### src/rtl/msfp_pkg.sv
// msfp_pkg: widths, frame byte positions and shared types for the motor status frame parser
// no dependencies; imported by the channel interfaces and the parser top level
`timescale 1ns / 1ps

package msfp_pkg;

  // frame layout
  localparam int MAX_FRAME_BYTES = 32;
  localparam int POS_WIDTH       = 6;
  localparam logic [POS_WIDTH-1:0] FRAME_MAX   = POS_WIDTH'(MAX_FRAME_BYTES);
  localparam logic [POS_WIDTH-1:0] ENC_FIRST   = POS_WIDTH'(3);
  localparam logic [POS_WIDTH-1:0] ENC_LAST    = POS_WIDTH'(18);
  localparam logic [POS_WIDTH-1:0] LEVEL_POS   = POS_WIDTH'(19);
  localparam logic [POS_WIDTH-1:0] VOLT_HI_POS = POS_WIDTH'(20);
  localparam logic [POS_WIDTH-1:0] VOLT_LO_POS = POS_WIDTH'(21);

  // field widths
  localparam int BYTE_WIDTH  = 8;
  localparam int COUNT_WIDTH = 32;
  localparam int NUM_COUNTS  = 4;
  localparam int VOLT_WIDTH  = 16;
  localparam int MV_WIDTH    = 23;

  // raw voltage units to millivolts
  localparam logic [6:0] MV_PER_UNIT = 7'd100;

  typedef logic [BYTE_WIDTH-1:0]         byte_t;
  typedef logic [POS_WIDTH-1:0]          pos_t;
  typedef logic signed [COUNT_WIDTH-1:0] count_t;
  typedef count_t                        count_array_t [NUM_COUNTS];
  typedef logic [VOLT_WIDTH-1:0]         volt_t;
  typedef logic [MV_WIDTH-1:0]           mv_t;

endpackage

### src/rtl/msfp_stream_if.sv
// msfp_stream_if: valid/ready channels for received frame bytes and parsed status results
// depends on msfp_pkg for the field types
`timescale 1ns / 1ps

// byte channel into the parser
interface msfp_in_if;
  import msfp_pkg::*;

  logic  valid;
  logic  ready;
  byte_t rx_byte;
  logic  end_of_frame;

  modport source (output valid, output rx_byte, output end_of_frame, input ready);
  modport sink   (input valid, input rx_byte, input end_of_frame, output ready);
endinterface

// status result channel out of the parser
interface msfp_out_if;
  import msfp_pkg::*;

  logic   valid;
  logic   ready;
  logic   frame_ok;
  count_t left_front_count;
  count_t right_front_count;
  count_t left_rear_count;
  count_t right_rear_count;
  byte_t  battery_percent;
  mv_t    battery_millivolts;

  modport source (output valid, output frame_ok, output left_front_count,
                  output right_front_count, output left_rear_count,
                  output right_rear_count, output battery_percent,
                  output battery_millivolts, input ready);
  modport sink   (input valid, input frame_ok, input left_front_count,
                  input right_front_count, input left_rear_count,
                  input right_rear_count, input battery_percent,
                  input battery_millivolts, output ready);
endinterface

### src/rtl/motor_status_frame_parser_unit.sv
// motor_status_frame_parser_unit: byte-wise status frame parser with checksum verdict
// depends on msfp_pkg and the channel interfaces in msfp_stream_if.sv
//
//   channel  | dir | payload                                          | request
//   ---------+-----+--------------------------------------------------+----------------------
//   rx       | in  | rx_byte, end_of_frame                            | one frame byte
//   status   | out | frame_ok, four encoder counts, battery_percent,  | one parsed frame,
//            |     | battery_millivolts                               | on the final byte
//
// one byte is taken every cycle while rx.ready is high; the result of a final
// byte appears in the output register on the next cycle, set by the byte
// capture, the x100 multiply and the checksum compare feeding that register.
// rx.ready drops only while a result sits unread in the output register.
// rst (synchronous, active high) clears byte position, sum, captured fields
// and the output valid flag.
`timescale 1ns / 1ps

module motor_status_frame_parser_unit (
  input logic      clk,
  input logic      rst,
  msfp_in_if.sink  rx,
  msfp_out_if.source status
);
  import msfp_pkg::*;

  // frame state
  pos_t         pos;
  byte_t        sum;
  count_array_t counts;
  byte_t        level;
  volt_t        volt;

  pos_t         pos_next;
  byte_t        sum_next;
  count_array_t counts_next;
  byte_t        level_next;
  volt_t        volt_next;
  mv_t          mv_next;

  logic         rx_acc;
  logic [POS_WIDTH-1:0] enc_diff;
  logic [3:0]   enc_off;
  logic [1:0]   enc_lane;

  // input side moves whenever the output register is free or being drained
  assign rx.ready = !status.valid || status.ready;
  assign rx_acc   = rx.valid && rx.ready;

  // byte lane selection for the encoder counts
  assign enc_diff = pos - ENC_FIRST;
  assign enc_off  = enc_diff[3:0];
  assign enc_lane = ~enc_off[1:0];

  // capture of the current byte into its field lane
  always_comb begin
    counts_next = counts;
    level_next  = level;
    volt_next   = volt;
    case (pos) inside
      [ENC_FIRST:ENC_LAST]: begin
        counts_next[enc_off[3:2]][{enc_lane, 3'b000} +: BYTE_WIDTH] = rx.rx_byte;
      end
      LEVEL_POS: begin
        level_next = rx.rx_byte;
      end
      VOLT_HI_POS: begin
        volt_next[VOLT_WIDTH-1 -: BYTE_WIDTH] = rx.rx_byte;
      end
      VOLT_LO_POS: begin
        volt_next[BYTE_WIDTH-1:0] = rx.rx_byte;
      end
      default: begin
      end
    endcase
  end

  // position and running sum; both restart after the final byte
  always_comb begin
    if (rx.end_of_frame) begin
      pos_next = '0;
      sum_next = '0;
    end else begin
      sum_next = sum + rx.rx_byte;
      pos_next = (pos < FRAME_MAX) ? pos + POS_WIDTH'(1) : FRAME_MAX;
    end
  end

  // raw voltage to millivolts
  assign mv_next = MV_WIDTH'(volt_next) * MV_WIDTH'(MV_PER_UNIT);

  // frame state registers
  always_ff @(posedge clk) begin
    if (rst) begin
      pos   <= '0;
      sum   <= '0;
      level <= '0;
      volt  <= '0;
      for (int i = 0; i < NUM_COUNTS; i++) begin
        counts[i] <= '0;
      end
    end else if (rx_acc) begin
      pos    <= pos_next;
      sum    <= sum_next;
      counts <= counts_next;
      level  <= level_next;
      volt   <= volt_next;
    end
  end

  // output valid flag
  always_ff @(posedge clk) begin
    if (rst) begin
      status.valid <= 1'b0;
    end else if (rx_acc && rx.end_of_frame) begin
      status.valid <= 1'b1;
    end else if (status.ready) begin
      status.valid <= 1'b0;
    end
  end

  // output payload, loaded on the final byte
  always_ff @(posedge clk) begin
    if (rx_acc && rx.end_of_frame) begin
      status.frame_ok           <= (sum == rx.rx_byte);
      status.left_front_count   <= counts_next[0];
      status.right_front_count  <= counts_next[1];
      status.left_rear_count    <= counts_next[2];
      status.right_rear_count   <= counts_next[3];
      status.battery_percent    <= level_next;
      status.battery_millivolts <= mv_next;
    end
  end

  // position never runs past the frame maximum
  a_pos_bound: assert property (@(posedge clk) disable iff (rst) pos <= FRAME_MAX)
    else $error("byte position beyond frame maximum");

  // a final byte restarts the frame
  a_frame_restart: assert property (@(posedge clk) disable iff (rst)
    rx_acc && rx.end_of_frame |=> pos == '0 && sum == '0)
    else $error("frame state not cleared after final byte");

  // a new result only follows an accepted final byte
  a_result_source: assert property (@(posedge clk) disable iff (rst)
    $rose(status.valid) |-> $past(rx_acc && rx.end_of_frame))
    else $error("result without a final byte");

  // a pending result that is not taken blocks further bytes
  a_stall_blocks: assert property (@(posedge clk) disable iff (rst)
    status.valid && !status.ready |-> !rx_acc)
    else $error("byte accepted while result stalled");

endmodule
### src/flat_wrapper.sv
// flat-port wrapper written by rule: the top's interface ports become plain ports
module motor_status_frame_parser_unit_flat import msfp_pkg::*;
  (clk, rst, rx_valid, rx_rx_byte, rx_end_of_frame, rx_ready, status_valid, status_frame_ok, status_left_front_count, status_right_front_count, status_left_rear_count, status_right_rear_count, status_battery_percent, status_battery_millivolts, status_ready);
  msfp_in_if rx_i ();
  msfp_out_if status_i ();
  input logic clk;
  input logic rst;
  input wire logic [$bits(rx_i.valid)-1:0] rx_valid;
  input wire logic [$bits(rx_i.rx_byte)-1:0] rx_rx_byte;
  input wire logic [$bits(rx_i.end_of_frame)-1:0] rx_end_of_frame;
  output wire logic [$bits(rx_i.ready)-1:0] rx_ready;
  output wire logic [$bits(status_i.valid)-1:0] status_valid;
  output wire logic [$bits(status_i.frame_ok)-1:0] status_frame_ok;
  output wire logic [$bits(status_i.left_front_count)-1:0] status_left_front_count;
  output wire logic [$bits(status_i.right_front_count)-1:0] status_right_front_count;
  output wire logic [$bits(status_i.left_rear_count)-1:0] status_left_rear_count;
  output wire logic [$bits(status_i.right_rear_count)-1:0] status_right_rear_count;
  output wire logic [$bits(status_i.battery_percent)-1:0] status_battery_percent;
  output wire logic [$bits(status_i.battery_millivolts)-1:0] status_battery_millivolts;
  input wire logic [$bits(status_i.ready)-1:0] status_ready;
  assign rx_i.valid = rx_valid;
  assign rx_i.rx_byte = rx_rx_byte;
  assign rx_i.end_of_frame = rx_end_of_frame;
  assign rx_ready = rx_i.ready;
  assign status_valid = status_i.valid;
  assign status_frame_ok = status_i.frame_ok;
  assign status_left_front_count = status_i.left_front_count;
  assign status_right_front_count = status_i.right_front_count;
  assign status_left_rear_count = status_i.left_rear_count;
  assign status_right_rear_count = status_i.right_rear_count;
  assign status_battery_percent = status_i.battery_percent;
  assign status_battery_millivolts = status_i.battery_millivolts;
  assign status_i.ready = status_ready;
  motor_status_frame_parser_unit u_core (.clk(clk), .rst(rst), .rx(rx_i), .status(status_i));
endmodule
### config.mk
export PLATFORM = sky130hd
export DESIGN_NAME = motor_status_frame_parser_unit_flat
export DESIGN_NICKNAME = d
export VERILOG_FILES = /design/src/rtl/msfp_pkg.sv /design/src/rtl/msfp_stream_if.sv /design/src/rtl/motor_status_frame_parser_unit.sv /design/src/flat_wrapper.sv
export SDC_FILE = /design/constraint.sdc
export NUM_CORES = 1
export LEC_CHECK = 0
export ABC_AREA = 1
export BUFFER_PORTS_ARGS = -buffer_cell sky130_fd_sc_hd__buf_2
export CELL_PAD_IN_SITES_DETAIL_PLACEMENT = 0
export CELL_PAD_IN_SITES_GLOBAL_PLACEMENT = 1
export CORE_ASPECT_RATIO = 1.25
export CORE_MARGIN = 1
export CORE_UTILIZATION = 47
export DETAILED_ROUTE_END_ITERATION = 10
export PLACE_DENSITY_LB_ADDON = 0.3
export SKIP_CTS_REPAIR_TIMING = 1
export SLEW_MARGIN = 5
export SYNTH_ARGS = -nofsm -noshare
export SYNTH_HDL_FRONTEND = slang
export SYNTH_SLANG_ARGS = --single-unit
### constraint.sdc
create_clock -name clk -period 16 [get_ports clk]
set_input_delay 3.2 -clock clk [delete_from_list [all_inputs] [get_ports clk]]
set_output_delay 3.2 -clock clk [all_outputs]
set_load 0.01 [all_outputs]
# == Word level (Yosys, flattened, before mapping) ==
# Index checks and enable logic that the tools add are counted.
# Widths: inputs -> output; s select.
# totals
ff_bits,325
latchBits,0
mem_bits_rw,0
rom_bits,0
inputBits,13
output_inout_bits,162
elab_cells,59
memories,0
# op_classes
addsub,4
multipliers,1
div,0
magnitude_cmp,5
eq_ne,4
n_shift,2
n_mux,18
bitwise_logic,2
n_reduce_logical,7
# ops
operator,n
$bwmux 128,1
$mux 128,1
$mux 8,10
$demux 32 s2,1
$mux 32,1
$shift 8x7->32 const A,1
$shiftx 8x7->32,1
$mul 16x5->21 const B,1
$eq 6x5->1 const B,3
$mux 6,2
$add 8x8->8,1
$eq 8x8->1,1
$neg 5->7,1
$add 6x1->6 const B,1
$ge 6x2->1 const B,1
$le 6x5->1 const B,1
$lt 6x6->1 const B,1
$logic_and 1x1->1,4
$sub 4x2->4 const B,1
$ge 3x3->1 const B,1
$lt 3x1->1 const B,1
$not 2->3,1
$mux 1,2
$not 2->2,1
other kinds (3),3

# == Depth between registers and ports, before layout ==
# depth
depth_word,8
ltp_mapped,23
ltp_nobuf,21

# == Worst setup path after synthesis ==
# No wires, ideal clock.
# synth_path
path_type,input -> register
start,in status_ready
end,reg u_core.pos[5]
setup_time_ns,0.124
arrival_time_ns,10.901
t_required_ns,15.876
setup_slack_ns,4.975
stages,8
path_buffers,1
cell_sequence,inv_1 > nand2_1 > nand2_1 > clkbuf_1 > nor2_1 > inv_1 > nand3_1 > a21oi_1
# synth_between
elab_chain_cells,2
# synth_rtl
element,line,rtl
"start, declared",flat_wrapper.sv:20,input wire logic [$bits(status_i.ready)-1:0] status_ready;
$logic_or 1x1->1,motor_status_frame_parser_unit.sv:46,assign rx.ready = !status.valid || status.ready;
net rx_ready,flat_wrapper.sv:11,output wire logic [$bits(rx_i.ready)-1:0] rx_ready;
$logic_and 1x1->1,motor_status_frame_parser_unit.sv:47,assign rx_acc = rx.valid && rx.ready;
"end signal, assigned",motor_status_frame_parser_unit.sv:102,pos <= pos_next;
"end, declared",motor_status_frame_parser_unit.sv:27,pos_t pos;
# The timed path passes the listed nets, and every way through them passes these cells.
# A chain may end at the register's enable or synchronous reset.

# == Worst setup path after layout ==
# layout_path
start,in status_ready
end,out rx_ready
# layout_between
elab_chain_cells,1
# layout_rtl
element,line
$logic_or 1x1->1,motor_status_frame_parser_unit.sv:46
"end, declared",flat_wrapper.sv:11
# No other way between the ends.

==> impl_results.md <==
- Status: completed
- Number of cell rows: between 70 and 80
- Fraction of the cycle the final worst path needs: 0.421
- Cell Pwr Density: around 110 nW/um2
- Leak: roughly 11 nW
- Hpwl dp: 33,400 um
- Fin. Hold Viols: 0
- Vias in the first global route: between 10,000 and 15,000
- Largest net degree at the start of global routing: 98
- Endpoint class of the critical path: output port
- Setup Crit Path Kind: in2out
- Async SR Flop Fraction: 0
- Reg clk slew, reported paths: around 0.06 ns
- Share of cells above drive strength 1: 0.0977
- Worst ir drop on vdd: 74.6 uV
- Cell repeated most along the worst path: buf_2
- Post-synth EDFFs: 158
- TritonCTS clock tree: built
- Tmin final: 6.74 ns
- Clock Tree Buf Depth: 3
- Power Internal: 1.53 mW
- Filler cells: 3,648
- Grt total ovfl: 0
- 1st-iter DRT viols: 1,437
- Worst min path class: reg2reg
- Antenna violations before repair: 0
- Yosys cell types: 33
- NetSw: 0.589 mW
- Worst EP arrival: 3.54 ns
- Vias/cell: ~5.2
- GRT Total Usage: 0.257
- Setup_tns: 0 ns
- Starting Density: 0.479
- Routed via count: 16,200
- Die area: between 30,000 and 40,000 um2
- Worst-Skew Late Latency: around 0.55 ns
- # DRC: 0
- Syn Area/Cell: 7.19 um2
- Gate power share: 0.147
- Max stage delay on crit path: 0.14 ns
- Crit-path slowest cell: buf_2
- Flop pwr share: 0.453
- # H-tree levels: 2
- Global-route wire length before repair: between 70,000 and 80,000 um
- RSZ-0062 raised after global routing: false
- Post-Syn Instances: 2,489
- Mapped cell area: approximately 18,000 um2
- Max FO, Critical Path: 3
- Most common cell after layout, fill and taps aside: nand2_1
- CTS Buf Count: 36
- Design Power: between 2 and 2.5 mW
- Net count reported at finish: 2,671
- Slew @ Worst Pin: 1.10 ns
- Worst Path Required: 12.80 ns
- P&R area growth vs syn: 12.6%
- Die H: around 220 um
- Slew margin rel.: 0.265
- Max-slew violations: 0
- Max Cap Viol: 0
- Clock network power share: 0.400
- Final Wtd Congestion: a little over 0.9
- Core ar.: 37,400 um2
- Sw frac: 0.278
- Top-level I/O count: 175
- Wire length per cell: 16.4 um
- Seq/Total Area, Yosys: 0.452
- Buf+Inv Stages, Crit Path: 3
- CP cell instances: buf_2 > inv_1 > nand2_1 > buf_2
- Commonest cells after routing, fill and taps aside: nand2_1, nor2_1, inv_1
- Yosys warnings: 0
- Crit path launch type: input pin
- CP delay by family, top: buffers and inverters
- #FFs+latches synth: about 330
- WL final: 50,700 um
- Horiz. Die Dim: 177 um
- IO buf count: 172
- Post-route antenna net violation count: 0
- DR pass1 iterations: 6
- CTS sink count: ~330
- Final setup viols: 0
- CTS root buffer: clkbuf_16
- Top_reg_cell synth: dfxtp_1
- Worst Clk Skew: 0.0182 ns
- FMAX: 0.148 GHz
[state kept, by name (all words and copies together) (netlist names)]
| register | cells |
|---|---|
| u_core.counts | 128 |
| u_core.status.left_front_count | 32 |
| u_core.status.left_rear_count | 32 |
| u_core.status.right_front_count | 32 |
| u_core.status.right_rear_count | 32 |
| u_core.status.battery_millivolts | 21 |
| u_core.volt | 16 |
| u_core.level | 8 |
| u_core.status.battery_percent | 8 |
| u_core.sum | 8 |
| u_core.pos | 6 |
| u_core.status.frame_ok | 1 |
| u_core.status.valid | 1 |
[logic make-up (layout without fill, tap and decap cells)]
logic type,after synthesis,in the layout,synth area share
buffers and inverters,393,512,0.0870
AO/OA/AOI/OAI,116,116,0.0343
adder cells (fa/ha/maj),76,76,0.0581
flip-flops,325,325,0.452
AND/OR/NAND/NOR,1565,1565,0.361
other,1,3,0.000209
XOR/XNOR,13,13,0.00720
[metal layers]
layer,share of wire,GRT usage,vias to the layer above
li1,-,-,8147
met1,0.43,0.334,7514
met3,0.061,0.0388,74
met5,0,0,-
met4,0.030,0.0928,0
met2,0.48,0.434,484
[stage by stage]
step	area (um2)	std cells	hold slack (ns)	util	setup WS, ns
floorplan	17900	2490	0.449	-	4.98
global placement	19000	3030	0.457	0.508	9.25
detailed placement	19000	3030	0.464	0.508	9.26
CTS	20200	3095	0.474	0.539	9.26
global route	20200	3095	0.489	0.539	9.22
finish	20200	3096	0.470	0.540	9.26
[final timing paths]
kind / endpoint / startpoint / cells past startpoint / slack, ns
setup / recovery: rx_ready / status_ready / 4 / 9.26
hold / removal: u_core.sum[4]$_SDFFE_PP0P_ / u_core.sum[4]$_SDFFE_PP0P_ / 2 / 0.47
hold reg to reg: u_core.sum[4]$_SDFFE_PP0P_ / u_core.sum[4]$_SDFFE_PP0P_ / 2 / 0.47
setup reg to reg: u_core.status.battery_millivolts[16]$_DFFE_PP_ / u_core.pos[0]$_SDFFE_PP0P_ / 17 / 10.37
[power by group through the flow]
| stage | combinational, mW | sequential (mW) | clock (mW) |
|---|---|---|---|
| final | 0.312 | 0.962 | 0.848 |
| after global routing | 0.356 | 0.968 | 0.896 |
| after CTS | 0.314 | 0.962 | 0.865 |
| after detailed placement | 0.312 | 0.980 | 0 |
| after global placement | 0.306 | 0.977 | 0 |
| after floorplan | 0.209 | 0.992 | 0 |
[cell usage after synthesis (2+ instances only)]
library cell  instances  share of area
nand3_1             174          0.049
buf_4                 9         0.0038
nand3b_1              3         0.0013
a21oi_1              42          0.012
fa_1                 12          0.013
buf_1                 4        0.00084
o21bai_1              3         0.0013
o21a_1                7         0.0029
a22oi_1               2        0.00084
buf_2                39          0.011
o21ai_0              59          0.016
nand2_1             903           0.19
nor2_1              336          0.070
edfxtp_1            158           0.26
clkbuf_1             83          0.017
nand2_2               2        0.00070
ha_1                 64          0.045
nand4_1             137          0.048
dfxtp_1             167           0.19
nor3_1                6         0.0017
nor4_1                2        0.00070
xnor2_1               3         0.0015
inv_1               257          0.054
xor2_1                8         0.0039
[worst min-delay path: stages (launching register included)]
cell and delay, ns:
dfxtp_1 0.31, nand2_1 0.06, a21oi_1 0.05
[cell type report]
type	instances	area [um2]	share of cell area
clock buffers	46	1000	0.0497
diodes	1	2.50	0.000124
inverters	258	975	0.0484
repair buffers	189	991	0.0492
flip-flops and latches	325	8090	0.401
multi-input cells	1772	8310	0.412
clock inverters	19	186	0.00925
well taps	486	608	0.0302
No activity file was read; power rests on OpenSTA's default activity.
